**config.mk**
```make
export PLATFORM = sky130hd
export DESIGN_NAME = bb3_out_queue
export DESIGN_NICKNAME = d
export VERILOG_FILES = /design/src/rtl/bb3_pkg.sv /design/src/rtl/bb3_out_queue.sv
export SDC_FILE = /design/constraint.sdc
export NUM_CORES = 1
export LEC_CHECK = 0
export ABC_AREA = 1
export BUFFER_PORTS_ARGS = -buffer_cell sky130_fd_sc_hd__clkbuf_2
export CORE_ASPECT_RATIO = 1.75
export CORE_MARGIN = 10
export CORE_UTILIZATION = 25
export CTS_BUF_LIST = sky130_fd_sc_hd__clkbuf_2 sky130_fd_sc_hd__clkbuf_4 sky130_fd_sc_hd__clkbuf_8
export CTS_CLUSTER_DIAMETER = 80
export CTS_CLUSTER_SIZE = 10
export DETAILED_ROUTE_END_ITERATION = 8
export HOLD_SLACK_MARGIN = 0.05
export PLACE_DENSITY = 0.5
export SLEW_MARGIN = 40
export SYNTH_ARGS = -nofsm -noshare
export SYNTH_HDL_FRONTEND = slang
export SYNTH_SLANG_ARGS = --single-unit
export TNS_END_PERCENT = 100
```
**constraint.sdc**
```tcl
create_clock -name i_clk -period 1.9 [get_ports i_clk]
set_input_delay 0.19 -clock i_clk [delete_from_list [all_inputs] [get_ports i_clk]]
set_output_delay 0.19 -clock i_clk [all_outputs]
set_load 0.1 [all_outputs]
```
**src/rtl/bb3_pkg.sv**
```systemverilog
// Shared types, constants and helper functions for the 3x3 edge-aware box blur.
// Used by every module of the block; depends on nothing else.
`timescale 1ns / 1ps

package bb3_pkg;

    // Frame limits and the widths that follow from them.
    localparam int MAX_WIDTH  = 1024;
    localparam int MAX_HEIGHT = 4096;
    localparam int COL_W      = $clog2(MAX_WIDTH);
    localparam int ROW_W      = $clog2(MAX_HEIGHT);
    localparam int WID_W      = $clog2(MAX_WIDTH + 1);
    localparam int HGT_W      = $clog2(MAX_HEIGHT + 1);

    // Register field widths are fixed by the register map.
    localparam int FW_W = 11;
    localparam int FH_W = 13;
    localparam logic [FW_W-1:0] RESET_WIDTH  = 11'd640;
    localparam logic [FH_W-1:0] RESET_HEIGHT = 13'd480;

    // Configuration port: two 32-bit registers, one word apart.
    localparam int APB_DW    = 32;
    localparam int REG_IDX_W = 1;
    localparam int APB_AW    = REG_IDX_W + 2;
    typedef logic [REG_IDX_W-1:0] t_reg_idx;
    localparam t_reg_idx REG_FRAME_WIDTH  = 1'b0;
    localparam t_reg_idx REG_FRAME_HEIGHT = 1'b1;

    // Pixel and arithmetic widths.
    localparam int CH_W    = 8;
    localparam int PIX_W   = 3 * CH_W;
    localparam int SUM_W   = 12;
    localparam int X_W     = SUM_W + 1;
    localparam int RECIP_W = 15;
    localparam int FRAC_W  = 16;
    localparam int PROD_W  = X_W + RECIP_W;

    // Output queue depth.
    localparam int OQ_DEPTH = 4;
    localparam int OQ_PTR_W = $clog2(OQ_DEPTH);
    localparam int OQ_CNT_W = $clog2(OQ_DEPTH + 1);

    typedef logic [COL_W-1:0] t_col;
    typedef logic [ROW_W-1:0] t_row;
    typedef logic [WID_W-1:0] t_wid;
    typedef logic [HGT_W-1:0] t_hgt;
    typedef logic [X_W-1:0]   t_x;

    // Pixel: index 2 is red, 1 is green, 0 is blue.
    typedef logic [2:0][CH_W-1:0]  t_pix;
    typedef logic [2:0][SUM_W-1:0] t_sums;

    // One line store entry: the pixel two rows up and the one a row up.
    typedef struct packed {
        t_pix above1;
        t_pix above2;
    } t_line_word;

    // Divisor selection for a neighborhood of 4, 6 or 9 pixels.
    typedef enum logic [1:0] {
        DIV_4 = 2'b00,
        DIV_6 = 2'b01,
        DIV_9 = 2'b10
    } t_div;

    // Per-item control carried down the pipeline.
    typedef struct packed {
        logic v0;      // result centered on window column 1
        logic v1;      // result centered on window column 2 (right edge)
        logic eof;     // right-edge result is the frame's last pixel
        logic use_c0;  // column-1 result includes window column 0
        logic use_r0;  // window row 0 is inside the frame
        logic use_r2;  // window row 2 is inside the frame
    } t_ctl;

    // One output word as it waits in the queue.
    typedef struct packed {
        logic eof;
        logic last;
        t_pix pix;
    } t_result;

    // Reciprocal scaled by 2^FRAC_W, rounded up; exact for sums below 2^15.
    function automatic logic [RECIP_W-1:0] recip(input t_div d);
        logic [RECIP_W-1:0] m;
        case (d)
            DIV_6:   m = 15'd10923;
            DIV_9:   m = 15'd7282;
            default: m = 15'd16384;
        endcase
        return m;
    endfunction

    // Half the divisor, for rounding half up.
    function automatic logic [2:0] half(input t_div d);
        logic [2:0] h;
        case (d)
            DIV_6:   h = 3'd3;
            DIV_9:   h = 3'd4;
            default: h = 3'd2;
        endcase
        return h;
    endfunction

endpackage

```
**src/rtl/bb3_out_queue.sv**
```systemverilog
// Small result queue between the pipeline and the output stream.
// Uses bb3_pkg for the queue depth and the result word layout.
`timescale 1ns / 1ps

module bb3_out_queue (
    input  logic             i_clk,
    input  logic             i_rst_n,
    input  logic             i_push,
    input  bb3_pkg::t_result i_data,
    output logic             o_room,
    output logic             o_valid,
    output bb3_pkg::t_result o_data,
    input  logic             i_pop
);

    bb3_pkg::t_result              r_mem [bb3_pkg::OQ_DEPTH];
    logic [bb3_pkg::OQ_PTR_W-1:0]  r_wr_ptr;
    logic [bb3_pkg::OQ_PTR_W-1:0]  r_rd_ptr;
    logic [bb3_pkg::OQ_CNT_W-1:0]  r_count;

    // Room is judged on the registered count alone, so the output ready never
    // reaches back into the pipeline in the same cycle.
    assign o_room  = (32'(r_count) < bb3_pkg::OQ_DEPTH);
    assign o_valid = (r_count != '0);
    assign o_data  = r_mem[r_rd_ptr];

    always_ff @(posedge i_clk) begin
        if (i_push) begin
            r_mem[r_wr_ptr] <= i_data;
        end
    end

    // Pointers and fill count.
    always_ff @(posedge i_clk) begin
        if (!i_rst_n) begin
            r_wr_ptr <= '0;
            r_rd_ptr <= '0;
            r_count  <= '0;
        end else begin
            if (i_push) begin
                r_wr_ptr <= r_wr_ptr + 1'b1;
            end
            if (i_pop) begin
                r_rd_ptr <= r_rd_ptr + 1'b1;
            end
            case ({i_push, i_pop})
                2'b10:   r_count <= r_count + 1'b1;
                2'b01:   r_count <= r_count - 1'b1;
                default: r_count <= r_count;
            endcase
        end
    end

endmodule

```
# After elaboration in Yosys (flattened, before gate mapping)

Memory sizes are Yosys's and may differ from the RTL's. A register that Yosys moved wholly into a read port is not among the register bits.
Index checks and enable logic that the tools add are counted.

Memories kept: 1
Bits in registers: 7
RAM bits: 104
Word-level logic and storage cells: 18
Input bits: 30

Mux-type cells: 5
$add $sub $neg: 4
Reduce and logical (&&, ||, !) cells: 2
Magnitude comparators: 1
Equal/unequal tests: 2

Memory list:

| name  | depth | width | rd ports | clocked after memory_dff | write ports | line                | source |
|---|---|---|---|---|---|---|---|
| r_mem | 4     | 26    | 1        | 1                        | 1           | bb3_out_queue.sv:16 | `bb3_pkg::t_result r_mem [bb3_pkg::OQ_DEPTH];` |

Operators by type and width:

| cell                  | number |
|---|---|
| $pmux W3 S2           | 1 |
| $add A2 B1 Y2 const B | 2 |
| $mux W2               | 2 |
| $add A3 B1 Y3 const B | 1 |
| $lt A3 B3 Y1 const B  | 1 |
| $reduce_bool A3 Y1    | 1 |
| $sub A3 B1 Y3 const B | 1 |
| $eq A2 B1 Y1 const B  | 1 |
| $eq A2 B2 Y1 const B  | 1 |
| $mux W1               | 2 |
| $reduce_bool A2 Y1    | 1 |

# Depth between registers and ports, before layout

Word-level depth: 3
Depth in mapped cells: 10
Mapped depth without buffers: 10

# Least setup slack after synthesis

No wires, ideal clock.

Path type: register to output
Start point: register (tool-made name)
End point: output o_data[17] (netlist bit)
Buffers on the path: 2
Stages on the path, launching flop included: 6
Arrival: 2,200 ps
Slack: -490 ps
Cells stage by stage: dfxtp_1 buf_6 inv_4 buf_2 o21ai_0 o22ai_1

RTL lines:

| element   | line                | source |
|---|---|---|
| to (decl) | bb3_out_queue.sv:12 | `output bb3_pkg::t_result o_data,` |

==> metrics.yaml <==
peakVddDrop_mv: 0.435
holdWs_ns: 0.137
overflow: 0
crit_type: "reg -> out"
yosysSeqAreaShare: 0.771
drv_slew: 0
drtIter0Drc: 82
ys_ff_latch: 113
leakage_uw: 0.00228
syn_area_sq_um: 4280
p_seq_frac: 0.426
layout_worst_path_cycle_share: 0.962
pwr-share-clk: 0.349
synth_cell_types: 18
worst_pin_slew_ns: 0.551
rows: 63
power.density_nw_per_um2: 1090
synth-adder-area-share: 0.0193
grt_pass1_vias: 2973
synth_area_per_cell_sq_um: 14.0
grt_usage: 0.0934
dp_hpwl_mm: 6.92
post_drt_wl_per_cell_um: 15.9
synth.area.top_cells: "edfxtp_1, nor2_1, o21ai_0"
fp.dieW_um: 119
yosys.area_share.simple: 0.0599
cts-root-buf: "clkbuf_8"
io_pins: 58
num_vias: 2748
grt_max_degree: 27
crit_path_end_kind: "output pin"
core_sq_um: 16900
combPwrFrac: 0.225
p_int_uw: 4770
register_area_sq_um: 3310
synth_top_family_by_area: "compound AO/OA/AOI/OAI gates"
switchingPower_uw: 1960
cts_tree: "done"
routed_via_density: 4.21
clk_pin_slew_ns: 0.06
rsz0062_at_grt: "true"
place_congestion: 0.756
die_height_um: 193
netlist_instances: 307
syn2layout_area_growth_pct: 44.8
final_core_util: 0.368
clockBufferDepth: 2
crit_arrival_ns: 1.64
yosys_warnings: 0
finalHoldViolCount: 0
synth_nets: 343
max_freq_mhz: 547
fin_skew_ns: 0.00566
ctsHtreeMaxLevel: 4
yosys.area.top_type_share: 0.729
hold_class: "in -> reg"
routed_wl_mm: 10.4
antenna_found_initial: 0
grt_pass1_wl_mm: 16.2
cp_max_fo: 22
min_period_ns: 1.83
drtAntennaViolNets: 0
cts_buffers: 17
setup_viol: 0
cts_num_sinks: 113
maxCapViolCount: 0
io_buffers: 57
cp.required_ns: 1.71
final_cells: 652
yosysTopAreaCell: "edfxtp_1"
slew_headroom: 0.634
sw_frac_of_total: 0.291
drive_above_1_share: 0.320
fillCellCount: 1644
synthMuxAreaShare: 0
place_inst: 593
antenna_cells: 0
synth_compound_area_frac: 0.112
clk_latency_ns: 0.42
cp-start-kind: "register"
start_util: 0.254
drc: 0
die-area_sq_um: 23000
multi_input_area_sq_um: 985
fin_nets: 449
status: "finished clean"
synth_xor_area_frac: 0
firstDrtPassIters: 4
path summary, 6_finish.rpt:
path	start	endpoint	slack (ns)	cells past startpoint
worst max register to register	r_wr_ptr[0]	r_mem[0][17]	0.56	5
worst max-delay path	register	o_data[22]	0.07	5
worst min-delay path	i_pop	r_rd_ptr[0]	0.14	4
worst min register to register	r_rd_ptr[1]	register	0.45	1
critical path, stage by stage (launching register included):
cell and delay, ns:
dfxtp_4 0.39, inv_8 0.13, buf_12 0.18, o21ai_0 0.12, o22ai_2 0.20, buf_12 0.21
Yosys cell counts:
cell type  number
inv_1          15
inv_2           1
buf_4           6
o22ai_1        26
a21oi_1         5
fa_1            1
buf_2           8
inv_4           1
o21ai_1        17
nor2_1         55
nand3_1         2
dfxtp_1         9
o21ai_0        41
buf_6           1
ha_1            5
nand2_1         9
edfxtp_1      104
nand4_1         1
per-stage QoR:
step	power [uW]	instance area, sq um	setup WS (ns)	TNS, ns
floorplan	3840	4450	0.162	0
global placement	4390	5470	0.383	0
detailed placement	4400	5470	0.367	0
CTS	6840	6180	0.00160	0
global route	7010	6200	-0.0203	-0.125
finish	6740	6200	0.0717	0
layout make-up:
cell class	count	share of cell area
inverter	17	0.0119
timing repair buffer	102	0.183
tap	227	0.0458
multi-input combinational	162	0.159
sequential	113	0.534
clock buffer	19	0.0402
clock inverter	12	0.0268
logic make-up after synthesis:
| kind of cell | after synthesis |
|---|---|
| DFF | 113 |
| adders and majority gates | 6 |
| and+or+nand+nor | 67 |
| buffers and inverters | 32 |
| AOI/OAI and AO/OA | 89 |
layout by cell type, fill, tap and decap left out, drive strengths merged, types with 3 or more instances in the layout:
cell type	count
buf	44
edfxtp	104
o21ai	58
nand2	9
bufinv	4
a21oi	5
dfxtp	9
clkinvlp	3
o22ai	26
ha	5
clkinv	5
inv	17
dlygate4sd3	27
clkbuf	50
nor2	55
layer usage:
| metal | vias up | track usage | wire length, um |
|---|---|---|---|
| li1 | 1351 | - | - |
| met1 | 1329 | 0.0946 | 4020 |
| met2 | 53 | 0.169 | 5750 |
| met3 | 15 | 0.0236 | 327 |
| met4 | 0 | 0.0585 | 293 |
| met5 | - | 0 | 0 |
power groups by stage:
stage / registers [uW] / clock network (uW) / logic, uW
final: 2870 / 2350 / 1520
after global routing: 2870 / 2540 / 1600
after CTS: 2870 / 2430 / 1540
after detailed placement: 2920 / 0 / 1480
after global placement: 2910 / 0 / 1470
after floorplan: 2910 / 0 / 933
state kept, by name, indices dropped and copies added (netlist names), named ones only:
signal	count
r_rd_ptr	2
r_mem	104
r_count	3
r_wr_ptr	2
what timing repair did:
item | in CTS | in global routing
pin swaps | 1 | 6
endpoints found under the setup margin | 23 | 21
setup buffers | 0 | 1
hold buffers | 27 | 0
gates resized for setup | 7 | 7
endpoints found under the hold margin | 105 | 0
No activity file was read; power rests on OpenSTA's default activity.
