$ cat src/rtl/bb3_pkg.sv
// Shared types, constants and helper functions for the 3x3 edge-aware box blur.
// Used by every module of the block; depends on nothing else.
`timescale 1ns / 1ps

package bb3_pkg;

    // Frame limits and the widths that follow from them.
    localparam int MAX_WIDTH  = 1024;
    localparam int MAX_HEIGHT = 4096;
    localparam int COL_W      = $clog2(MAX_WIDTH);
    localparam int ROW_W      = $clog2(MAX_HEIGHT);
    localparam int WID_W      = $clog2(MAX_WIDTH + 1);
    localparam int HGT_W      = $clog2(MAX_HEIGHT + 1);

    // Register field widths are fixed by the register map.
    localparam int FW_W = 11;
    localparam int FH_W = 13;
    localparam logic [FW_W-1:0] RESET_WIDTH  = 11'd640;
    localparam logic [FH_W-1:0] RESET_HEIGHT = 13'd480;

    // Configuration port: two 32-bit registers, one word apart.
    localparam int APB_DW    = 32;
    localparam int REG_IDX_W = 1;
    localparam int APB_AW    = REG_IDX_W + 2;
    typedef logic [REG_IDX_W-1:0] t_reg_idx;
    localparam t_reg_idx REG_FRAME_WIDTH  = 1'b0;
    localparam t_reg_idx REG_FRAME_HEIGHT = 1'b1;

    // Pixel and arithmetic widths.
    localparam int CH_W    = 8;
    localparam int PIX_W   = 3 * CH_W;
    localparam int SUM_W   = 12;
    localparam int X_W     = SUM_W + 1;
    localparam int RECIP_W = 15;
    localparam int FRAC_W  = 16;
    localparam int PROD_W  = X_W + RECIP_W;

    // Output queue depth.
    localparam int OQ_DEPTH = 4;
    localparam int OQ_PTR_W = $clog2(OQ_DEPTH);
    localparam int OQ_CNT_W = $clog2(OQ_DEPTH + 1);

    typedef logic [COL_W-1:0] t_col;
    typedef logic [ROW_W-1:0] t_row;
    typedef logic [WID_W-1:0] t_wid;
    typedef logic [HGT_W-1:0] t_hgt;
    typedef logic [X_W-1:0]   t_x;

    // Pixel: index 2 is red, 1 is green, 0 is blue.
    typedef logic [2:0][CH_W-1:0]  t_pix;
    typedef logic [2:0][SUM_W-1:0] t_sums;

    // One line store entry: the pixel two rows up and the one a row up.
    typedef struct packed {
        t_pix above1;
        t_pix above2;
    } t_line_word;

    // Divisor selection for a neighborhood of 4, 6 or 9 pixels.
    typedef enum logic [1:0] {
        DIV_4 = 2'b00,
        DIV_6 = 2'b01,
        DIV_9 = 2'b10
    } t_div;

    // Per-item control carried down the pipeline.
    typedef struct packed {
        logic v0;      // result centered on window column 1
        logic v1;      // result centered on window column 2 (right edge)
        logic eof;     // right-edge result is the frame's last pixel
        logic use_c0;  // column-1 result includes window column 0
        logic use_r0;  // window row 0 is inside the frame
        logic use_r2;  // window row 2 is inside the frame
    } t_ctl;

    // One output word as it waits in the queue.
    typedef struct packed {
        logic eof;
        logic last;
        t_pix pix;
    } t_result;

    // Reciprocal scaled by 2^FRAC_W, rounded up; exact for sums below 2^15.
    function automatic logic [RECIP_W-1:0] recip(input t_div d);
        logic [RECIP_W-1:0] m;
        case (d)
            DIV_6:   m = 15'd10923;
            DIV_9:   m = 15'd7282;
            default: m = 15'd16384;
        endcase
        return m;
    endfunction

    // Half the divisor, for rounding half up.
    function automatic logic [2:0] half(input t_div d);
        logic [2:0] h;
        case (d)
            DIV_6:   h = 3'd3;
            DIV_9:   h = 3'd4;
            default: h = 3'd2;
        endcase
        return h;
    endfunction

endpackage

$ cat src/rtl/bb3_window.sv
// 3x3 pixel window and the neighborhood sums for the two possible results.
// Uses bb3_pkg for pixel, sum and control types.
`timescale 1ns / 1ps

module bb3_window (
    input  logic          i_clk,
    input  logic          i_rst_n,
    input  logic          i_shift,
    input  bb3_pkg::t_pix i_top,
    input  bb3_pkg::t_pix i_mid,
    input  bb3_pkg::t_pix i_bot,
    input  logic          i_adv,
    input  bb3_pkg::t_ctl i_ctl,
    output bb3_pkg::t_sums o_sum0,
    output bb3_pkg::t_sums o_sum1,
    output bb3_pkg::t_div  o_div0,
    output bb3_pkg::t_div  o_div1
);

    // Window is [column][row]; column 2 is newest, row 0 is the top.
    bb3_pkg::t_pix  r_win [3][3];
    bb3_pkg::t_sums w_colsum [3];
    bb3_pkg::t_sums w_sum0;
    bb3_pkg::t_sums w_sum1;
    bb3_pkg::t_div  w_div0;
    bb3_pkg::t_div  w_div1;
    bb3_pkg::t_sums r_sum0;
    bb3_pkg::t_sums r_sum1;
    bb3_pkg::t_div  r_div0;
    bb3_pkg::t_div  r_div1;

    // Shift in a new column from the line store and the incoming pixel.
    always_ff @(posedge i_clk) begin
        if (!i_rst_n) begin
            for (int c = 0; c < 3; c++) begin
                for (int r = 0; r < 3; r++) begin
                    r_win[c][r] <= '0;
                end
            end
        end else if (i_shift) begin
            r_win[0]    <= r_win[1];
            r_win[1]    <= r_win[2];
            r_win[2][0] <= i_top;
            r_win[2][1] <= i_mid;
            r_win[2][2] <= i_bot;
        end
    end

    // Column sums over the rows that lie inside the frame.
    always_comb begin
        for (int c = 0; c < 3; c++) begin
            for (int ch = 0; ch < 3; ch++) begin
                w_colsum[c][ch] = bb3_pkg::SUM_W'(r_win[c][1][ch])
                    + (i_ctl.use_r0 ? bb3_pkg::SUM_W'(r_win[c][0][ch]) : '0)
                    + (i_ctl.use_r2 ? bb3_pkg::SUM_W'(r_win[c][2][ch]) : '0);
            end
        end
    end

    // Neighborhood sums: the column-1 result may take column 0, the column-2 one never.
    always_comb begin
        for (int ch = 0; ch < 3; ch++) begin
            w_sum1[ch] = w_colsum[1][ch] + w_colsum[2][ch];
            w_sum0[ch] = w_sum1[ch] + (i_ctl.use_c0 ? w_colsum[0][ch] : '0);
        end
    end

    // Divisor from the neighborhood shape: 2 or 3 columns by 2 or 3 rows.
    always_comb begin
        if (i_ctl.use_r0 && i_ctl.use_r2) begin
            w_div1 = bb3_pkg::DIV_6;
            w_div0 = i_ctl.use_c0 ? bb3_pkg::DIV_9 : bb3_pkg::DIV_6;
        end else begin
            w_div1 = bb3_pkg::DIV_4;
            w_div0 = i_ctl.use_c0 ? bb3_pkg::DIV_6 : bb3_pkg::DIV_4;
        end
    end

    // Sum stage register.
    always_ff @(posedge i_clk) begin
        if (i_adv) begin
            r_sum0 <= w_sum0;
            r_sum1 <= w_sum1;
            r_div0 <= w_div0;
            r_div1 <= w_div1;
        end
    end

    assign o_sum0 = r_sum0;
    assign o_sum1 = r_sum1;
    assign o_div0 = r_div0;
    assign o_div1 = r_div1;

endmodule

$ cat config.mk
export PLATFORM = sky130hd
export DESIGN_NAME = bb3_window
export DESIGN_NICKNAME = d
export VERILOG_FILES = /design/src/rtl/bb3_pkg.sv /design/src/rtl/bb3_window.sv
export SDC_FILE = /design/constraint.sdc
export NUM_CORES = 1
export LEC_CHECK = 0
export ABC_AREA = 0
export BUFFER_PORTS_ARGS = -buffer_cell sky130_fd_sc_hd__buf_2
export CAP_MARGIN = 20
export CORE_MARGIN = 1.5
export CORE_UTILIZATION = 40
export DETAILED_ROUTE_END_ITERATION = 12
export SETUP_SLACK_MARGIN = 0.5
export SLEW_MARGIN = 15
export SYNTH_ARGS = -nofsm -noshare
export SYNTH_HDL_FRONTEND = slang
export SYNTH_SLANG_ARGS = --single-unit
$ cat constraint.sdc
create_clock -name i_clk -period 8.4 [get_ports i_clk]
set_clock_uncertainty 0.1 [all_clocks]
set_input_delay 0.84 -clock i_clk [delete_from_list [all_inputs] [get_ports i_clk]]
set_output_delay 0.84 -clock i_clk [all_outputs]
set_load 0.01 [all_outputs]
; Word-level counts from Yosys, hierarchy flattened
; Memories as Yosys holds them, arrays and structs flattened.
; Cells that the tools add are included.
[word_totals]
regBits = 76
latch_bits = 0
mem_bits_rw = 216
rom_bits = 0
word_cells = 73
memories = 1
[memory_table]
columns = memory, depth, width, rd, rd_ports_with_merged_regs, write_ports, line_no
row1 = r_win, 3, 72, 3, 0, 3, bb3_window.sv:21  ; bb3_pkg::t_pix r_win [3][3];
[classes]
add_sub_neg = 24
multipliers = 0
div_mod_pow = 0
order_cmp = 0
n_eq_ne = 0
shifts = 0
muxes = 34
bitwise = 5
reduce_logical = 1
[op_table]
columns = operator, n
row1 = $mux 72, 2
row2 = $mux 8, 18
row3 = $add 9x8->10, 9
row4 = $add 8x8->9, 9
row5 = $mux 24, 3
row6 = $add 11x10->12, 3
row7 = $add 10x10->11, 3
row8 = $mux 10, 3
row9 = $mux 1, 6
row10 = $or 1x1->1, 5
row11 = $mux 2, 2
row12 = $logic_and 1x1->1, 1

; Depth between registers and ports, before layout
; Gate-level depths: netlist (run 1).
; An unclocked memory read counts as a cell.
[depth]
depth_word = 6
mapped_depth = 22
depth_no_buf = 20

; Worst setup path after synthesis (run 1)
; No wires, ideal clock.
[synth_path]
path_kind = input to register
startpoint = in i_shift
endpoint = mem r_win[0][0] in the netlist's numbering (enable)
setup_ns = 0.616
t_arrival_ns = 6.457
required_time_ns = 7.684
path_slack_ns = 1.228
cell_stages = 3
n_path_buf = 2
path_cell_list = buf_2 -> clkbuf_1 -> nand2b_1
[synth_lines]
columns = element, line_no
row1 = "start, declared", bb3_window.sv:8  ; input logic i_shift,
row2 = "end, declared", bb3_window.sv:21

==> reports/results.ini, run 1 <==
[run_status]
status=finished clean

[hold_path]
whs_endpoint=r_win[0][81]
hold-path-cell-count=1
hp-class=flop to flop
worstHoldStart=r_win[0][153]

[detailed_routing]
ant_nets=0
drc=0
vias=10512
wirelength_um=34500
avgViaCountPerCell=4.963
wl_per_cell_um=16.29
drtPass1Iterations=4
first_iter_violations=561

[power_and_ir_drop]
combPwrFrac_pct=33.9
power_frac_seq_pct=38.3
ir_worst_vdd_mv=0.1147
p_sw_uw=1676
power_uw=5143
p_leak_uw=0.009217
power_density_nw_per_um2=263.9
p_clk_share_pct=27.8
swShare_pct=32.59
p_int_uw=3467

[critical_path]
crit_required_ns=8.59
crit_slowest_cell=buf_2
worstSetupStartpointType=primary input
cp_slowest_stage_delay_ns=0.73
reg2reg_depth=17
endpoint_kind=flop
critPathArrivalTime_ns=6.39
cpMostUsedCell=fa_1
rrSetupSlack_ns=3.21
reg2reg_from=r_win[0][194]
setup.worst_path.start=i_ctl[0]
path_cells=buf_2 > buf_4 > and2_1 > fa_1 > fa_1 > inv_1 > fa_1 > inv_1 > ha_1 > fa_1 > a21oi_1 > o21bai_1 > xor2_1 > ha_1 > a211oi_1 > o211ai_1 > a31o_1 > a21oi_2 > o21ai_1
crit_fanout=41
critPathKind=primary input to flop
r2r-end=o_sum0[10]

[logic_synthesis]
syn_avg_cell_area_um2=12.06
synth_fa_ha_area_share_pct=20.14
synth_area_um2=17180
synth_edf_count=288
synth_ff_type=edfxtp_1
yosysTopAreaCell=edfxtp_1
synth.area.top_cells=edfxtp_1 50%, fa_1 15%, and3_1 7.9%
ys_seq_elements=288
synthCells=1425
muxShareOfSynthArea_pct=0.2912
synth_xor_area_share_pct=2.701
synth_compound_gate_area_share_pct=5.184
ys_types=44
synth-async-reset-ratio_pct=0
yosysWarnings=0
yosys.area_share.simple_pct=15.63
ys_seq_area_share_pct=50.33
synth_top_cell_area_share_pct=50.33
synth_top_family_by_area=adder cells

[timing]
tns_ns=0
max_freq_mhz=161.2
maxSlewViolCount=0
min_period_ns=6.203
hold_viol_final=0
setup-violations-final=0
rsz0062_at_grt=false
relSlewSlack_pct=27.48
worst_pin_slew_ns=1.088
min_period_over_period_pct=73.85

[place]
portBuffers=150
gp_congestion=0.8522
dp_hpwl_um=23320
dp_cells=2054

[grt]
grt_max_degree=179
antenna_found_initial=2
grt_pass1_wl_um=55530
grt_use_total_pct=15.96
overflow=0
first_global_vias=10863

[floorplan]
die_y_um=210.3
die-area_um2=44210
fp.dieW_um=210.3
core_um2=42130
io_pins=158
placementRows=75
initial_core_util_pct=40.78

[clocking]
cts.hold.buffers_added=0
postCtsSetupBuffers=0
clk_latency_ns=0.54
cts_tree=done
cts.sinks=288
cts_buffers=36
clock_tree.root_cell=clkbuf_16
clock_path_buffers=3
clkTransAtPathRegs_ns=0.06
postCtsResizedCells=0
htreeDepth=2

[layout]
drive_gt1_share_pct=13.30
nets=1836
diodes=0
area_growth_pct=13.43
finalNonFillerCells=2118
mostFrequentLayoutCells=288 x edfxtp_1, 217 x and3_1, 185 x inv_1
fillers=3882
final_common_cell=edfxtp_1

[job]
drv_cap=0

==> stage by stage <==
step / worst slack, ns / cell area [um^2] / hold slack (ns) / util, %
floorplan: 1.228 / 17200 / 0.4378 / -
global placement: 1.771 / 18430 / 0.4471 / 43.74
detailed placement: 1.631 / 18430 / 0.4505 / 43.74
CTS: 2.179 / 19490 / 0.4640 / 46.26
global route: 1.886 / 19490 / 0.4825 / 46.26
finish: 2.197 / 19490 / 0.4647 / 46.26
==> final cells by class <==
type,count,area (um^2),share of cell area (%)
Clock buffer,46,959.7,4.924
Tap cell,539,674.4,3.460
Multi-Input combinational cell,883,7574,38.86
Clock inverter,18,102.6,0.5264
Inverter,185,694.4,3.563
Timing Repair Buffer,159,838.3,4.301
Sequential cell,288,8648,44.37
==> flip-flops by register name, summed over array words and instances (netlist names) <==
register and count:
o_div0 2, o_div1 1, o_sum1 33, o_sum0 36
r_win 216
==> worst max path at each step <==
stage / end / slack [ns]
final: o_sum0[35] / 2.20
after floorplan: r_win[0][0] / 1.23
after global placement: o_sum0[35] / 1.77
after detailed placement: o_sum0[35] / 1.63
after CTS: o_sum0[35] / 2.18
after global routing: o_sum0[33] / 1.89
==> power by group through the flow <==
stage                     Sequential [uW]  Clock (uW)  Combinational (uW)
final                                1970        1430                1740
after floorplan                      2080           0                1180
after detailed placement             2000           0                1750
after CTS                            1970        1470                1760
after global routing                 1990        1530                1950
after global placement               2000           0                1730
==> cell families after synthesis <==
kind of cell               Yosys count
adders and majority gates          201
muxes                                5
buffers and inverters              257
xor gates and xnor gates            53
other                                1
AOI/OAI and AO/OA                  136
DFF                                288
and+or+nand+nor                    484
==> per-layer routing <==
metal  share of wire [%]  global-route usage, %  wire length, um
met5                   0                      0                0
met4                 3.0                  6.624             1028
met3                 4.2                  2.458             1432
met2                  47                  26.41            16260
met1                  46                  21.03            15780
==> cells in the mapped netlist, types with 5 or more instances <==
cell,n
nand3b_1,5
and2_1,88
nand2_1,94
o211ai_1,5
o21a_1,10
a211oi_1,9
nor2b_1,6
and3_1,217
ha_1,75
o21bai_1,7
clkbuf_1,67
a21oi_1,48
o21ai_1,8
xnor2_1,36
edfxtp_1,288
mux2i_1,5
inv_1,185
nand2b_1,10
xor2_1,17
o21ai_0,16
fa_1,126
nor2_1,48
a21o_1,14
==> critical path, delay by kind of cell <==
kind / cells / cell delay, ns
and+or+nand+nor: 1 / 0.19
AOI/OAI and AO/OA: 7 / 1.40
buffers and inverters: 4 / 1.27
xor gates and xnor gates: 1 / 0.16
adders and majority gates: 6 / 2.49
No activity file was read; power rests on OpenSTA's default activity.
==> inputs of run 2 (changes only) <==
==> constraint.sdc (replaced) <==
create_clock -name i_clk -period 5.7 [get_ports i_clk]
set_clock_uncertainty 0.1 [all_clocks]
set_input_delay 0.57 -clock i_clk [delete_from_list [all_inputs] [get_ports i_clk]]
set_output_delay 0.57 -clock i_clk [all_outputs]
set_load 0.01 [all_outputs]
==> reports/results.ini, run 2 (synthesis results as in run 1) <==
[run_status]
status=finished clean  ; unchanged

[floorplan]
placementRows=75  ; unchanged
core_um2=42130  ; unchanged
initial_core_util_pct=40.78  ; unchanged
die_y_um=210.3  ; unchanged
fp.dieW_um=210.3  ; unchanged
io_pins=158  ; unchanged
die-area_um2=44210  ; unchanged

[layout]
mostFrequentLayoutCells=288 x edfxtp_1, 217 x and3_1, 185 x inv_1  ; unchanged
fillers=3835  ; was 3882
largest-register=r_win  ; unchanged
largest_reg_flops=216  ; unchanged
finalNonFillerCells=2153  ; was 2118
multiInputGateArea_um2=7610  ; was 7574 um^2
seq_area_um2=8648  ; unchanged
area_growth_pct=15.80  ; was 13.43%
final_common_cell=edfxtp_1  ; unchanged
diodes=0  ; unchanged
drive_gt1_share_pct=16.11  ; was 13.30%
final_cell_area_um2=19900  ; was 19490 um^2
nets=1869  ; was 1836

[clocking]
cts.sinks=288  ; unchanged
cts_buffers=37  ; was 36
htreeDepth=2  ; unchanged
clock_tree.root_cell=clkbuf_16  ; unchanged
postCtsResizedCells=0  ; unchanged
postCtsSetupBuffers=0  ; unchanged
clkTransAtPathRegs_ns=0.05  ; was 0.06 ns
cts_tree=done  ; unchanged
clock_path_buffers=3  ; unchanged
clk_latency_ns=0.55  ; was 0.54 ns
cts.hold.buffers_added=0  ; unchanged

[detailed_routing]
drtPass1Iterations=5  ; was 4
avgViaCountPerCell=4.922  ; was 4.963
wirelength_um=35040  ; was 34500 um
first_iter_violations=648  ; was 561
ant_nets=0  ; unchanged
drc=0  ; unchanged
wl_per_cell_um=16.28  ; was 16.29 um
vias=10598  ; was 10512

[place]
portBuffers=150  ; unchanged
dpl_cell_area_um2=18680  ; was 18430 um^2
gp_congestion=0.8075  ; was 0.8522
dp_hpwl_um=24150  ; was 23320 um
dp_cells=2086  ; was 2054
place_worst_setup_slack_ns=0.06053  ; was 1.631 ns

[power_and_ir_drop]
p_leak_uw=0.009437  ; was 0.009217 uW
ir_worst_vdd_mv=0.1898  ; was 0.1147 mV
power_density_nw_per_um2=396.2  ; was 263.9 nW/um^2

[grt]
grt-busiest-layer=met2  ; unchanged
grtUsageMet3_pct=2.831  ; was 2.458%
overflow=0  ; unchanged
grt_use_total_pct=16.26  ; was 15.96%
antenna_found_initial=0  ; was 2
use_met2_pct=26.86  ; was 26.41%
first_global_vias=10974  ; was 10863
grt_pass1_wl_um=56730  ; was 55530 um
gr-usage-met1_pct=22.13  ; was 21.03%
grt_max_degree=110  ; was 179

[timing]
fin_hold_ws_ns=0.2356  ; was 0.4647 ns
tns_ns=0  ; unchanged
hold_viol_final=0  ; unchanged
fin_ws_ns=0.7339  ; was 2.197 ns
worst_pin_slew_ns=0.9806  ; was 1.088 ns
min_period_over_period_pct=87.12
rsz0062_at_grt=false  ; unchanged
max_freq_mhz=201.4
setup-violations-final=0  ; unchanged
min_period_ns=4.966
maxSlewViolCount=0  ; unchanged
relSlewSlack_pct=34.63  ; was 27.48%

[critical_path]
crit_fanout=20  ; was 41
critPathKind=primary input to flop  ; unchanged
critPathArrivalTime_ns=5.15  ; was 6.39 ns
worstSetupStartpointType=primary input  ; unchanged
endpoint_kind=flop  ; unchanged
crit_required_ns=5.88  ; was 8.59 ns

[hold_path]
hp-class=primary input to flop  ; was flop to flop

[job]
drv_cap=0  ; unchanged

run 2: cell types whose count changed in the layout (fill, tap and decap cells not counted), sizes merged:
cell      previous run  this run
inv                185       186
buf                159       189
bufinv               1         2
clkinv              16        14
clkinvlp             1         6
run 2: path summary, 6_finish.rpt:
| check | startpoint | end | slack, ns | cells past startpoint |
|---|---|---|---|---|
| min | i_bot[3] | r_win[0][147] | 0.24 | 2 |
| max | i_ctl[1] | o_sum0[35] | 0.73 | 19 |
| max reg2reg | r_win[0][194] | o_sum0[9] | 0.75 | 16 |
| min reg2reg | r_win[0][123] | r_win[0][51] | 0.46 | 1 |
run 2: layout make-up:
class,instances,share of cell area (%)
Timing Repair Buffer,191,5.527
Tap cell,539,3.389
Inverter,185,3.490
Clock buffer,44,4.999
Multi-Input combinational cell,883,38.24
Clock inverter,23,0.8929
Sequential cell,288,43.46
run 2: where the power goes:
part	internal (uW)	switching, uW	total [uW]	leakage [uW]
Clock	1340	906	2240	0.000556
Sequential	2810	95.5	2900	0.00308
Combinational	1200	1530	2740	0.00580
run 2: layer usage:
metal | up-vias | part of all wire (%)
met5 | - | 0
met4 | 0 | 2.0
met3 | 42 | 3.7
met2 | 170 | 48
met1 | 5217 | 47
li1 | 5169 | -
run 2: worst max-delay path: stages:
cell and delay (ns):
clkbuf_4 0.23, buf_4 0.23, and2_1 0.16, fa_1 0.44, fa_1 0.51, inv_1 0.05
fa_1 0.47, inv_1 0.04, ha_1 0.23, fa_1 0.47, a21oi_2 0.20, o21bai_1 0.09
xor2_1 0.17, ha_1 0.33, a211oi_1 0.26, o211ai_1 0.16, a31o_1 0.26, a21oi_2 0.17
o21ai_1 0.09
run 2: through the flow:
stage          power [uW]  utilization [%]
3_5_place_dp         5669            44.34
3_3_place_gp         5611            44.34
2_1_floorplan        4785                -
6_report             7884            47.23
4_1_cts              7964            47.12
5_1_grt              8402            47.23
