===== src/rtl/bb3_pkg.sv =====
// Shared types, constants and helper functions for the 3x3 edge-aware box blur.
// Used by every module of the block; depends on nothing else.
`timescale 1ns / 1ps

package bb3_pkg;

    // Frame limits and the widths that follow from them.
    localparam int MAX_WIDTH  = 1024;
    localparam int MAX_HEIGHT = 4096;
    localparam int COL_W      = $clog2(MAX_WIDTH);
    localparam int ROW_W      = $clog2(MAX_HEIGHT);
    localparam int WID_W      = $clog2(MAX_WIDTH + 1);
    localparam int HGT_W      = $clog2(MAX_HEIGHT + 1);

    // Register field widths are fixed by the register map.
    localparam int FW_W = 11;
    localparam int FH_W = 13;
    localparam logic [FW_W-1:0] RESET_WIDTH  = 11'd640;
    localparam logic [FH_W-1:0] RESET_HEIGHT = 13'd480;

    // Configuration port: two 32-bit registers, one word apart.
    localparam int APB_DW    = 32;
    localparam int REG_IDX_W = 1;
    localparam int APB_AW    = REG_IDX_W + 2;
    typedef logic [REG_IDX_W-1:0] t_reg_idx;
    localparam t_reg_idx REG_FRAME_WIDTH  = 1'b0;
    localparam t_reg_idx REG_FRAME_HEIGHT = 1'b1;

    // Pixel and arithmetic widths.
    localparam int CH_W    = 8;
    localparam int PIX_W   = 3 * CH_W;
    localparam int SUM_W   = 12;
    localparam int X_W     = SUM_W + 1;
    localparam int RECIP_W = 15;
    localparam int FRAC_W  = 16;
    localparam int PROD_W  = X_W + RECIP_W;

    // Output queue depth.
    localparam int OQ_DEPTH = 4;
    localparam int OQ_PTR_W = $clog2(OQ_DEPTH);
    localparam int OQ_CNT_W = $clog2(OQ_DEPTH + 1);

    typedef logic [COL_W-1:0] t_col;
    typedef logic [ROW_W-1:0] t_row;
    typedef logic [WID_W-1:0] t_wid;
    typedef logic [HGT_W-1:0] t_hgt;
    typedef logic [X_W-1:0]   t_x;

    // Pixel: index 2 is red, 1 is green, 0 is blue.
    typedef logic [2:0][CH_W-1:0]  t_pix;
    typedef logic [2:0][SUM_W-1:0] t_sums;

    // One line store entry: the pixel two rows up and the one a row up.
    typedef struct packed {
        t_pix above1;
        t_pix above2;
    } t_line_word;

    // Divisor selection for a neighborhood of 4, 6 or 9 pixels.
    typedef enum logic [1:0] {
        DIV_4 = 2'b00,
        DIV_6 = 2'b01,
        DIV_9 = 2'b10
    } t_div;

    // Per-item control carried down the pipeline.
    typedef struct packed {
        logic v0;      // result centered on window column 1
        logic v1;      // result centered on window column 2 (right edge)
        logic eof;     // right-edge result is the frame's last pixel
        logic use_c0;  // column-1 result includes window column 0
        logic use_r0;  // window row 0 is inside the frame
        logic use_r2;  // window row 2 is inside the frame
    } t_ctl;

    // One output word as it waits in the queue.
    typedef struct packed {
        logic eof;
        logic last;
        t_pix pix;
    } t_result;

    // Reciprocal scaled by 2^FRAC_W, rounded up; exact for sums below 2^15.
    function automatic logic [RECIP_W-1:0] recip(input t_div d);
        logic [RECIP_W-1:0] m;
        case (d)
            DIV_6:   m = 15'd10923;
            DIV_9:   m = 15'd7282;
            default: m = 15'd16384;
        endcase
        return m;
    endfunction

    // Half the divisor, for rounding half up.
    function automatic logic [2:0] half(input t_div d);
        logic [2:0] h;
        case (d)
            DIV_6:   h = 3'd3;
            DIV_9:   h = 3'd4;
            default: h = 3'd2;
        endcase
        return h;
    endfunction

endpackage


===== src/rtl/bb3_divide.sv =====
// Rounded division of three channel sums by 4, 6 or 9 through a scaled reciprocal.
// Uses bb3_pkg for widths and the reciprocal and rounding tables.
`timescale 1ns / 1ps

module bb3_divide (
    input  logic           i_clk,
    input  logic           i_adv,
    input  bb3_pkg::t_sums i_sum,
    input  bb3_pkg::t_div  i_div,
    output bb3_pkg::t_pix  o_pix
);

    logic [bb3_pkg::PROD_W-1:0] r_prod [3];
    logic [bb3_pkg::RECIP_W-1:0] w_recip;
    bb3_pkg::t_x                 w_x [3];

    assign w_recip = bb3_pkg::recip(i_div);

    // Add half the divisor, then multiply by the reciprocal.
    always_comb begin
        for (int ch = 0; ch < 3; ch++) begin
            w_x[ch] = bb3_pkg::X_W'(i_sum[ch]) + bb3_pkg::X_W'(bb3_pkg::half(i_div));
        end
    end

    always_ff @(posedge i_clk) begin
        if (i_adv) begin
            for (int ch = 0; ch < 3; ch++) begin
                r_prod[ch] <= bb3_pkg::PROD_W'(w_x[ch]) * bb3_pkg::PROD_W'(w_recip);
            end
        end
    end

    // Quotient is the integer part of the scaled product.
    always_comb begin
        for (int ch = 0; ch < 3; ch++) begin
            o_pix[ch] = r_prod[ch][bb3_pkg::FRAC_W +: bb3_pkg::CH_W];
        end
    end

endmodule


===== config.mk =====
export PLATFORM = sky130hd
export DESIGN_NAME = bb3_divide
export DESIGN_NICKNAME = d
export VERILOG_FILES = /design/src/rtl/bb3_pkg.sv /design/src/rtl/bb3_divide.sv
export SDC_FILE = /design/constraint.sdc
export NUM_CORES = 1
export LEC_CHECK = 0
export BUFFER_PORTS_ARGS = -buffer_cell sky130_fd_sc_hd__buf_2
export CAP_MARGIN = 15
export CORE_ASPECT_RATIO = 1.2
export CORE_UTILIZATION = 42
export CTS_BUF_LIST = sky130_fd_sc_hd__clkbuf_16
export DETAILED_ROUTE_END_ITERATION = 12
export GPL_TIMING_DRIVEN = 0
export REMOVE_ABC_BUFFERS = 1
export SLEW_MARGIN = 20
export SYNTH_ARGS = -nofsm -noshare
export SYNTH_HDL_FRONTEND = slang
export SYNTH_SLANG_ARGS = --single-unit

===== constraint.sdc =====
create_clock -name i_clk -period 25.7 [get_ports i_clk]
set_input_delay 7.71 -clock i_clk [delete_from_list [all_inputs] [get_ports i_clk]]
set_output_delay 7.71 -clock i_clk [all_outputs]
set_load 0.02 [all_outputs]

* Yosys cells after proc, flatten, opt, wreduce, memory -nomap -nowiden
Memories as Yosys holds them, arrays and structs flattened.
Cells that the tools add are included.
** Storage, ports and cells
- Register bits :: 0
- RAM bits :: 84
- Output and inout port bits :: 24
- Memories :: 1
** Memories
- r_prod :: words 3, bits a word 28, read ports 3, clocked after Yosys merged registers in 0, wr ports 3, line bb3_divide.sv:13 : logic [bb3_pkg::PROD_W-1:0] r_prod [3];
** Operators by class
- Add/subtract/negate cells :: 3
- Multipliers :: 3
- Eq/ne operators :: 2
- Mux-type cells :: 4
** Operators with widths (number)
- $mul 13x15->28 :: 3
- $add 12x3->13 :: 3
- $pmux 15 s2 :: 1
- $pmux 3 s2 :: 1
- $eq 2x1->1 const B :: 1
- $eq 2x2->1 const B :: 1
- $mux 1 :: 2

* Depth between registers and ports, before layout
Gate-level depths: netlist (run 1).
- Word-level depth :: 4
- Mapped depth :: 30

* Worst setup path before layout (run 1)
No wires, ideal clock.
- Kind :: input-to-reg
- Start point :: input port i_div[0]
- End point :: memory r_prod[0][22] (netlist bit), data pin
- Library setup time :: 258 ps
- Arrival :: 14060 ps
- Required time :: 25442 ps
- Setup slack :: 11383 ps
- Cell stages on the path :: 27
- Buffers on the path :: 2
- Cell sequence :: inv_1 -> ha_1 -> buf_2 -> inv_2 -> clkbuf_1 -> fa_1 -> a21oi_1 -> mux2i_1 -> and2_1 -> and3_1 -> xnor2_1 -> nor2_1 -> fa_1 -> inv_1 -> fa_1 -> inv_1 -> fa_1 -> fa_1 -> fa_1 -> ha_1 -> a21o_1 -> a21o_1 -> a21oi_1 -> o31ai_2 -> a211o_1 -> a21oi_1 -> xnor2_1
** RTL lines
- start: declaration :: line bb3_divide.sv:9 : input bb3_pkg::t_div i_div,
- end: declaration :: line bb3_divide.sv:13

==> impl_metrics.yaml, run 1 <==
outcome:
  run_status: "complete, no violations"
setup_path:
  worstSetupPathType: "primary input to register"
  worstPathArrival_ps: 15650
  start_kind: "primary input"
  crit_path_end_kind: "register"
  critPathMaxFanout: 27
  worst_ep_required_time_ps: 25750
route:
  vias: 9763
  drtPass1Iterations: 5
  viasPerCell: 4.67
  drc_errors: 0
  final_antenna_net_count: 0
  wire_per_inst_um: 15.6
  drt-total-wl_um: 32700
  drt_iter0_drc: 413
finish:
  largest_register_ffs: 24
  final_cell_area_um2: 15400
  nNetsFinal: 2203
  num_antenna_cells: 0
  fin_util_pct: 46.1
  final_layout_size_suffix_gt1_share_pct: 5.43
  fin_cells: 2089
  nFillCells: 3329
  reg_top3: "r_prod x24"
  regMostFlops: "r_prod"
  area_growth_pct: 6.96
clock_network:
  tritoncts: "done"
  cts_setup_buffers: 0
  clock_sinks: 24
  cts_buffers: 3
  clk_path_buf_depth: 2
  cts-resized-gates: 0
  clk_pin_slew_ps: 90
  cts_hold_buffers: 0
  htreeDepth: 1
  root_buffer: "clkbuf_16"
global_routing:
  grt_max_degree: 42
  grt_pass1_vias: 10800
  antenna_found_initial: 0
  grt_pass1_wl_um: 54000
  grt_use_total_pct: 20.3
  grt_overflow: 0
sta:
  max_freq_ghz: 0.0641
  slew_violations: 0
  period_minus_slack_ps: 15600
  finalHoldViolCount: 0
  postLayoutSetupSlackWorst_ps: 10100
  holdWs_ps: 8010
  tightest_slew_ps: 686
  fin_tns_setup_ps: 0
  relSlewSlack_pct: 54.2
  rsz0062_at_grt: "false"
  setup_viol: 0
  min_period_over_period_pct: 60.7
power_and_ir_drop:
  p_switching_mw: 0.568
  powerDensity_nw_per_um2: 70.2
  vdd_drop_max_mv: 0.0720
  combPwrFrac_pct: 86.4
  seqPwrFrac_pct: 8.8
  p_int_mw: 0.514
  p_clk_share_pct: 4.8
  power.leakage_nw: 8.73
  finalPower_mw: 1.08
  swShare_pct: 52.5
place:
  dp_hpwl_um: 29800
  placed_area_um2: 15300
  dp_cells: 2085
  place_congestion: 0.961
  dp_slack_ps: 9770
  io_buffers: 63
yosys:
  netlist_area_um2: 14400
  synthFlopType: "edfxtp_1"
  ys_types: 50
  async_flop_share_pct: 0
  seq_area_frac_synth_pct: 5.00
  yosysTopAreaCell: "fa_1"
  synth_top_area_share_pct: 41.0
  netlist_top_cells_area: "fa_1 (41%), ha_1 (20%), inv_1 (15%), edfxtp_1 (5.0%), xnor2_1 (3.1%)"
  synth_area_per_cell_um2: 9.09
  synth-edff-count: 24
  ys_ff_latch: 24
  synth_warnings: 0
  syn_inst: 1586
die:
  core_um2: 33400
  fp.dieW_um: 171
  io_pins: 64
  fp.dieH_um: 205
  dieArea_um2: 35100
  fp-row-count: 73
  start_util_pct: 43.1
job:
  max-cap-violations: 0
hold_path:
  hold_class: "primary input to register"
-- per-layer routing --
| metal | part of all wire, % | track usage, % | up-vias |
|---|---|---|---|
| li1 | - | - | 4713 |
| met2 | 52 | 37.3 | 152 |
| met3 | 2.7 | 1.84 | 36 |
| met1 | 43 | 25.4 | 4862 |
| met5 | 0 | 0 | - |
| met4 | 2.3 | 4.78 | 0 |
-- worst max-delay path: stages --
cell	delay [ps]
buf_2	110
inv_1	110
ha_2	470
buf_16	210
inv_2	290
ha_1	400
a21oi_1	60
o21ai_1	390
and2_1	280
nand2_1	120
xnor2_1	440
nand2b_1	190
fa_1	450
inv_1	140
fa_1	460
fa_1	510
fa_1	520
inv_1	50
fa_1	480
inv_1	40
ha_1	270
a211oi_1	350
o211ai_1	140
o211ai_1	440
a211oi_1	190
or3_1	420
a21o_1	200
xor2_1	130
-- path summary, 6_finish.rpt --
check / startpoint / slack, ps / cells past startpoint / endpoint
setup / recovery: i_div[0] / 10100 / 28 / r_prod[0][50]$_DFFE_PP_
hold / removal: i_sum[21] / 8010 / 5 / r_prod[0][51]$_DFFE_PP_
-- logic make-up (layout without fill, tap and decap cells) --
group / after synthesis / count (layout) / synth area share, %
flip-flops: 24 / 24 / 5.00
multiplexers: 2 / 2 / 0.139
AO/OA/AOI/OAI: 81 / 81 / 3.81
AND/OR/NAND/NOR: 271 / 271 / 9.47
adder cells (fa/ha/maj): 523 / 523 / 60.8
XOR/XNOR: 83 / 83 / 5.10
buffers and inverters: 602 / 655 / 15.7
-- power groups by stage --
| stage | logic [mW] | registers (mW) | clock network (mW) |
|---|---|---|---|
| after floorplan | 0.679 | 0.124 | 0 |
| after global routing | 1.10 | 0.0979 | 0.0540 |
| final | 0.934 | 0.0954 | 0.0519 |
| after detailed placement | 0.944 | 0.0961 | 0 |
| after global placement | 0.929 | 0.0961 | 0 |
| after CTS | 0.956 | 0.0959 | 0.0532 |
-- cell usage after synthesis, types with 2 or more instances --
cell type and count:
nor2_1 78, and2_1 26, clkbuf_1 14, and3_1 13, o211ai_1 5, nor3b_1 2, o21ai_1 4, xor2_1 31
nand2_1 50, nand4b_1 3, a211oi_2 2, nand2b_1 28, nor2b_1 17, mux2i_1 2, or2_2 8, inv_1 583
a21oi_1 25, or3_1 2, or4_1 2, fa_1 295, a211oi_1 4, o21ai_0 9, a21boi_0 4, nand3_1 21
inv_2 2, edfxtp_1 24, o21a_1 5, buf_2 2, nor3_1 12, xnor2_1 51, nand4bb_1 3, a21o_1 12
nand4_1 2, ha_1 228, a31oi_1 2
-- layout make-up --
type                       instances  area [um2]  share of cell area, %
multi-input combinational        960       11400                   74.3
inverter                         585        2200                   14.2
sequential                        24         721                   4.68
tap                              450         563                   3.65
timing repair buffer              66         383                   2.48
clock buffer                       3        75.1                  0.487
clock inverter                     1        30.0                  0.195
-- cell usage in the layout, fill, tap and decap left out, types with 5 or more instances in the layout --
cell type  instances
xnor2_1           51
o211ai_1           5
a21oi_1           25
xor2_1            31
or2_2              8
nor2_1            78
a21o_1            12
and2_1            26
nand2_1           50
o21a_1             5
nor2b_1           17
ha_1             225
fa_1             295
o21ai_0            9
buf_2             63
edfxtp_1          24
nand2b_1          28
inv_1            583
nor3_1            12
nand3_1           21
and3_1            13
No activity file was read; power rests on OpenSTA's default activity.
==> inputs of run 2 (changes only) <==
Settings changed: ABC_AREA set to 1.
Clock period 25.7 ns to 12.5 ns, I/O delays scaled along.
==> run 2 against run 1 <==
Flip-flop and latch count stayed put; highest routed layer unchanged; clock-buffer cell count unchanged; sequential power up 110%; worst setup slack worse by 8700 ps; cell area grew 9.1%; wire length is 17% higher; combinational power grew to 2.8 times the previous value; first-iteration DRC count increased by 26%; cell count is 21% higher.
==> impl_metrics.yaml, run 2 <==
route:
  drt-total-wl_um: 38100
  drt_iter0_drc: 519
  drc_errors: 0
  drtPass1Iterations: 7
  final_antenna_net_count: 0
  wire_per_inst_um: 15.1
  viasPerCell: 4.79
  vias: 12100
sta:
  max_freq_ghz: 0.0903
  relSlewSlack_pct: 39.6
  setup_viol: 0
  period_minus_slack_ps: 11070
  finalHoldViolCount: 0
  fin_tns_setup_ps: 0
  rsz0062_at_grt: "false"
  tightest_slew_ps: 907
  slew_violations: 0
  min_period_over_period_pct: 88.6
  postLayoutSetupSlackWorst_ps: 1430
yosys:
  ys_types: 46
  yosysMostFrequentCell: "inv_1"
  seq_area_frac_synth_pct: 4.55
  synth_top_area_share_pct: 37.3
  ys_ff_latch: 24
  netlist_area_um2: 15900
  synth-edff-count: 24
  yosysTopAreaCell: "fa_1"
  synthFlopType: "edfxtp_1"
  async_flop_share_pct: 0
  synth_warnings: 0
  synth_common_cells: "inv_1 (683), fa_1 (295), nand2_1 (249), ha_1 (228), nor2_1 (156)"
  syn_inst: 2004
  netlist_top_cells_area: "fa_1 (37%), ha_1 (18%), inv_1 (16%), nand2_1 (5.9%), edfxtp_1 (4.5%)"
  synth_area_per_cell_um2: 7.91
global_routing:
  grt_pass1_vias: 13300
  grt_pass1_wl_um: 64400
  grt_max_degree: 50
  grt_overflow: 0
  grt_use_total_pct: 21.4
  antenna_found_initial: 0
power_and_ir_drop:
  swShare_pct: 59.1
  p_switching_mw: 1.70
  vdd_drop_max_mv: 0.167
  power.leakage_nw: 9.70
  p_clk_share_pct: 3.6
  combPwrFrac_pct: 89.6
  seqPwrFrac_pct: 6.8
  p_int_mw: 1.17
  finalPower_mw: 2.87
  powerDensity_nw_per_um2: 171
finish:
  num_antenna_cells: 0
  reg_top3: "r_prod x24"
  final_layout_size_suffix_gt1_share_pct: 6.86
  largest_register_ffs: 24
  regMostFlops: "r_prod"
  final_common_cell: "inv_1"
  mostFrequentLayoutCells: "inv_1 (682), fa_1 (295), nand2_1 (249)"
  nNetsFinal: 2620
  fin_util_pct: 45.5
  area_growth_pct: 6.07
place:
  dp_hpwl_um: 34900
  dp_slack_ps: 1080
  place_congestion: 0.930
  io_buffers: 63
setup_path:
  crit_path_end_kind: "register"
  crit_buf_inv: 10
  critPathMaxStageDelay_ps: 730
  cp_top_family: "adder cells"
  worst_ep_required_time_ps: 12510
  start_kind: "primary input"
  worstSetupPathType: "primary input to register"
  crit_top_cell: "inv_1"
  slowest_stage: "ha_1"
  worstPathArrival_ps: 11080
  critPathMaxFanout: 40
hold_path:
  hold_class: "primary input to register"
clock_network:
  htreeDepth: 1
  clk_path_buf_depth: 2
  tritoncts: "done"
  clock_sinks: 24
  clk_pin_slew_ps: 90
  root_buffer: "clkbuf_16"
  cts_buffers: 3
  cts_hold_buffers: 0
  cts-resized-gates: 0
  cts_setup_buffers: 0
die:
  core_um2: 37000
  fp-row-count: 77
  fp.dieW_um: 179
  start_util_pct: 42.9
  io_pins: 64
  dieArea_um2: 38500
  fp.dieH_um: 215
job:
  max-cap-violations: 0
outcome:
  run_status: "complete, no violations"
## run 2: power by group through the flow
stage          clock [mW]  combinational (mW)  sequential [mW]
3_5_place_dp            0                2.58            0.198
5_1_grt             0.107                2.98            0.201
3_3_place_gp            0                2.55            0.198
4_1_cts             0.106                2.60            0.197
2_1_floorplan           0                1.87            0.252
6_report            0.103                2.57            0.196
## run 2: area by class of cell
cell class                 instances  area (um2)
fill                            3804       20200
multi-input combinational       1266       12500
inverter                         699        2620
sequential                        24         721
tap                              474         593
timing repair buffer              63         315
clock buffer                       3        75.1
clock inverter                     1        30.0
## run 2: worst paths after layout
path                      end  slack (ps)     start  cells past startpoint
max   r_prod[0][23]$_DFFE_PP_        1430  i_div[0]                     32
min   r_prod[0][75]$_DFFE_PP_        4060     i_adv                      1
## run 2: cells by family after synthesis
kind of cell | synth area share (%)
AOI/OAI and AO/OA | 4.85
xor gates and xnor gates | 2.53
adders and majority gates | 55.2
buffers and inverters | 17.0
DFF | 4.55
and+or+nand+nor | 15.9
## run 2: per-layer routing
metal | global-route usage [%] | vias to the layer above | part of all wire [%]
met5 | 0 | - | 0
met3 | 1.45 | 63 | 2.4
met2 | 39.5 | 210 | 52
met4 | 6.41 | 0 | 3.3
li1 | - | 5969 | -
met1 | 26.0 | 5875 | 42
## run 2: stage by stage
stage	instance area (um2)	instances	hold WS [ps]
floorplan	15800	1989	3860
global placement	16700	2526	4190
detailed placement	16700	2526	4190
CTS	16800	2530	4080
global route	16800	2530	4100
finish	16800	2530	4060
==> inputs of run 3 (changes only) <==
Settings changed: BUFFER_PORTS_ARGS -buffer_cell sky130_fd_sc_hd__buf_2 to -buffer_cell sky130_fd_sc_hd__buf_4.
==> run 3 against run 2 <==
Wire length about the same; flip-flop and latch count unchanged; worst hold slack worse by 130 ps; sequential power up 2%; critical endpoint unchanged; largest cell class unchanged.
==> impl_metrics.yaml, run 3 (synthesized netlist as in run 2, its figures left out) <==
finish:
  nFillCells: 3820
  final_common_cell: "inv_1"
  num_antenna_cells: 0
  mostFrequentLayoutCells: "inv_1 (682), fa_1 (295), nand2_1 (249)"
  multi_input_area_um2: 12400
  nNetsFinal: 2621
  regMostFlops: "r_prod"
  reg_top3: "r_prod x24"
  fin_cells: 2531
  fin_util_pct: 45.9
  final-seq-area_um2: 721
  largest_register_ffs: 24
  area_growth_pct: 7.13
  final_layout_size_suffix_gt1_share_pct: 6.90
global_routing:
  grt_pass1_vias: 13400
  grt_max_degree: 41
  antenna_found_initial: 0
  grt_use_total_pct: 21.4
  grt_overflow: 0
  grt_pass1_wl_um: 64800
clock_network:
  cts_hold_buffers: 0
  root_buffer: "clkbuf_16"
  cts_buffers: 3
  cts_setup_buffers: 0
  clock_sinks: 24
  tritoncts: "done"
  clk_pin_slew_ps: 90
  htreeDepth: 1
  clk_path_buf_depth: 2
  cts-resized-gates: 0
hold_path:
  worstHoldStart: "i_adv"
  hold_class: "primary input to register"
sta:
  setup_viol: 0
  tightest_slew_ps: 920
  max_freq_ghz: 0.0903
  min_period_over_period_pct: 88.6
  period_minus_slack_ps: 11080
  relSlewSlack_pct: 38.7
  fin_tns_setup_ps: 0
  slew_violations: 0
  rsz0062_at_grt: "false"
  finalHoldViolCount: 0
die:
  fp-row-count: 77
  dieArea_um2: 38500
  fp.dieH_um: 215
  start_util_pct: 42.9
  core_um2: 37000
  io_pins: 64
  fp.dieW_um: 179
route:
  final_antenna_net_count: 0
  drt-total-wl_um: 38100
  vias: 12000
  drt_iter0_drc: 495
  wire_per_inst_um: 15.0
  drtPass1Iterations: 8
  viasPerCell: 4.75
  drc_errors: 0
setup_path:
  slowest_stage: "ha_1"
  worstPathArrival_ps: 11070
  critPathMaxStageDelay_ps: 720
  critPathMaxFanout: 40
  crit_path_end_kind: "register"
  start_kind: "primary input"
  worst_ep_required_time_ps: 12490
  crit_top_cell: "inv_1"
  endpoint: "r_prod[0][23]$_DFFE_PP_"
  worstSetupPathType: "primary input to register"
  critPathLaunch: "i_div[0]"
place:
  dp_cells: 2527
  place_congestion: 0.925
  io_buffers: 63
  dp_hpwl_um: 34900
outcome:
  run_status: "complete, no violations"
job:
  max-cap-violations: 0
power_and_ir_drop:
  powerDensity_nw_per_um2: 170
  power.leakage_nw: 9.76
  vdd_drop_max_mv: 0.159
## run 3: cell count changes in the layout (fill, tap and decap cells not counted)
cell | previous run | this run
buf_4 | 0 | 63
buf_2 | 63 | 0
ha_2 | 0 | 1
buf_12 | 0 | 1
ha_4 | 1 | 0
## run 3: critical path, delay by kind of cell
family / cells / cell delay, ps
AND/OR/NAND/NOR: 9 / 1290
buffers and inverters: 8 / 1180
adder cells (fa/ha/maj): 8 / 4120
AO/OA/AOI/OAI: 4 / 700
## run 3: power by group
group          total (mW)  internal [mW]  switching, mW
clock network       0.103         0.0641         0.0385
logic                2.58          0.948           1.63
registers           0.200          0.186         0.0140
total                2.88           1.20           1.68
## run 3: worst min path at each step
stage | to | slack, ps | cells after the start
floorplan | r_prod[0][16]$_DFFE_PP_ | 3860 | 0
global placement | o_pix[23] | 4180 | 1
detailed placement | o_pix[17] | 4180 | 1
CTS | r_prod[0][75]$_DFFE_PP_ | 3930 | 1
global route | r_prod[0][75]$_DFFE_PP_ | 3940 | 1
finish | r_prod[0][75]$_DFFE_PP_ | 3930 | 1
## run 3: cell type report
type	count	area share, %
Inverter	699	15.4
Timing Repair Buffer	64	2.90
Multi-Input combinational cell	1266	73.3
Sequential cell	24	4.24
Clock inverter	1	0.177
Clock buffer	3	0.442
Tap cell	474	3.49
## run 3: metrics by stage
| stage | cell area [um2] | power (mW) | setup WS (ps) | hold slack (ps) |
|---|---|---|---|---|
| after floorplan | 15800 | 2.12 | 2750 | 3860 |
| after global placement | 16900 | 2.77 | 1190 | 4180 |
| after detailed placement | 16900 | 2.78 | 1180 | 4180 |
| after CTS | 17000 | 2.91 | 1460 | 3930 |
| after global routing | 17000 | 3.31 | 985 | 3940 |
| final | 17000 | 2.88 | 1420 | 3930 |
## run 3: routing by layer
| layer | part of all wire, % | routed length (um) | track usage (%) | vias to the layer above |
|---|---|---|---|---|
| li1 | - | - | - | 5978 |
| met1 | 42 | 16100 | 26.2 | 5743 |
| met2 | 51 | 19300 | 38.8 | 232 |
| met3 | 2.7 | 1050 | 1.63 | 74 |
| met4 | 4.3 | 1650 | 7.98 | 0 |
| met5 | 0 | 0 | 0 | - |
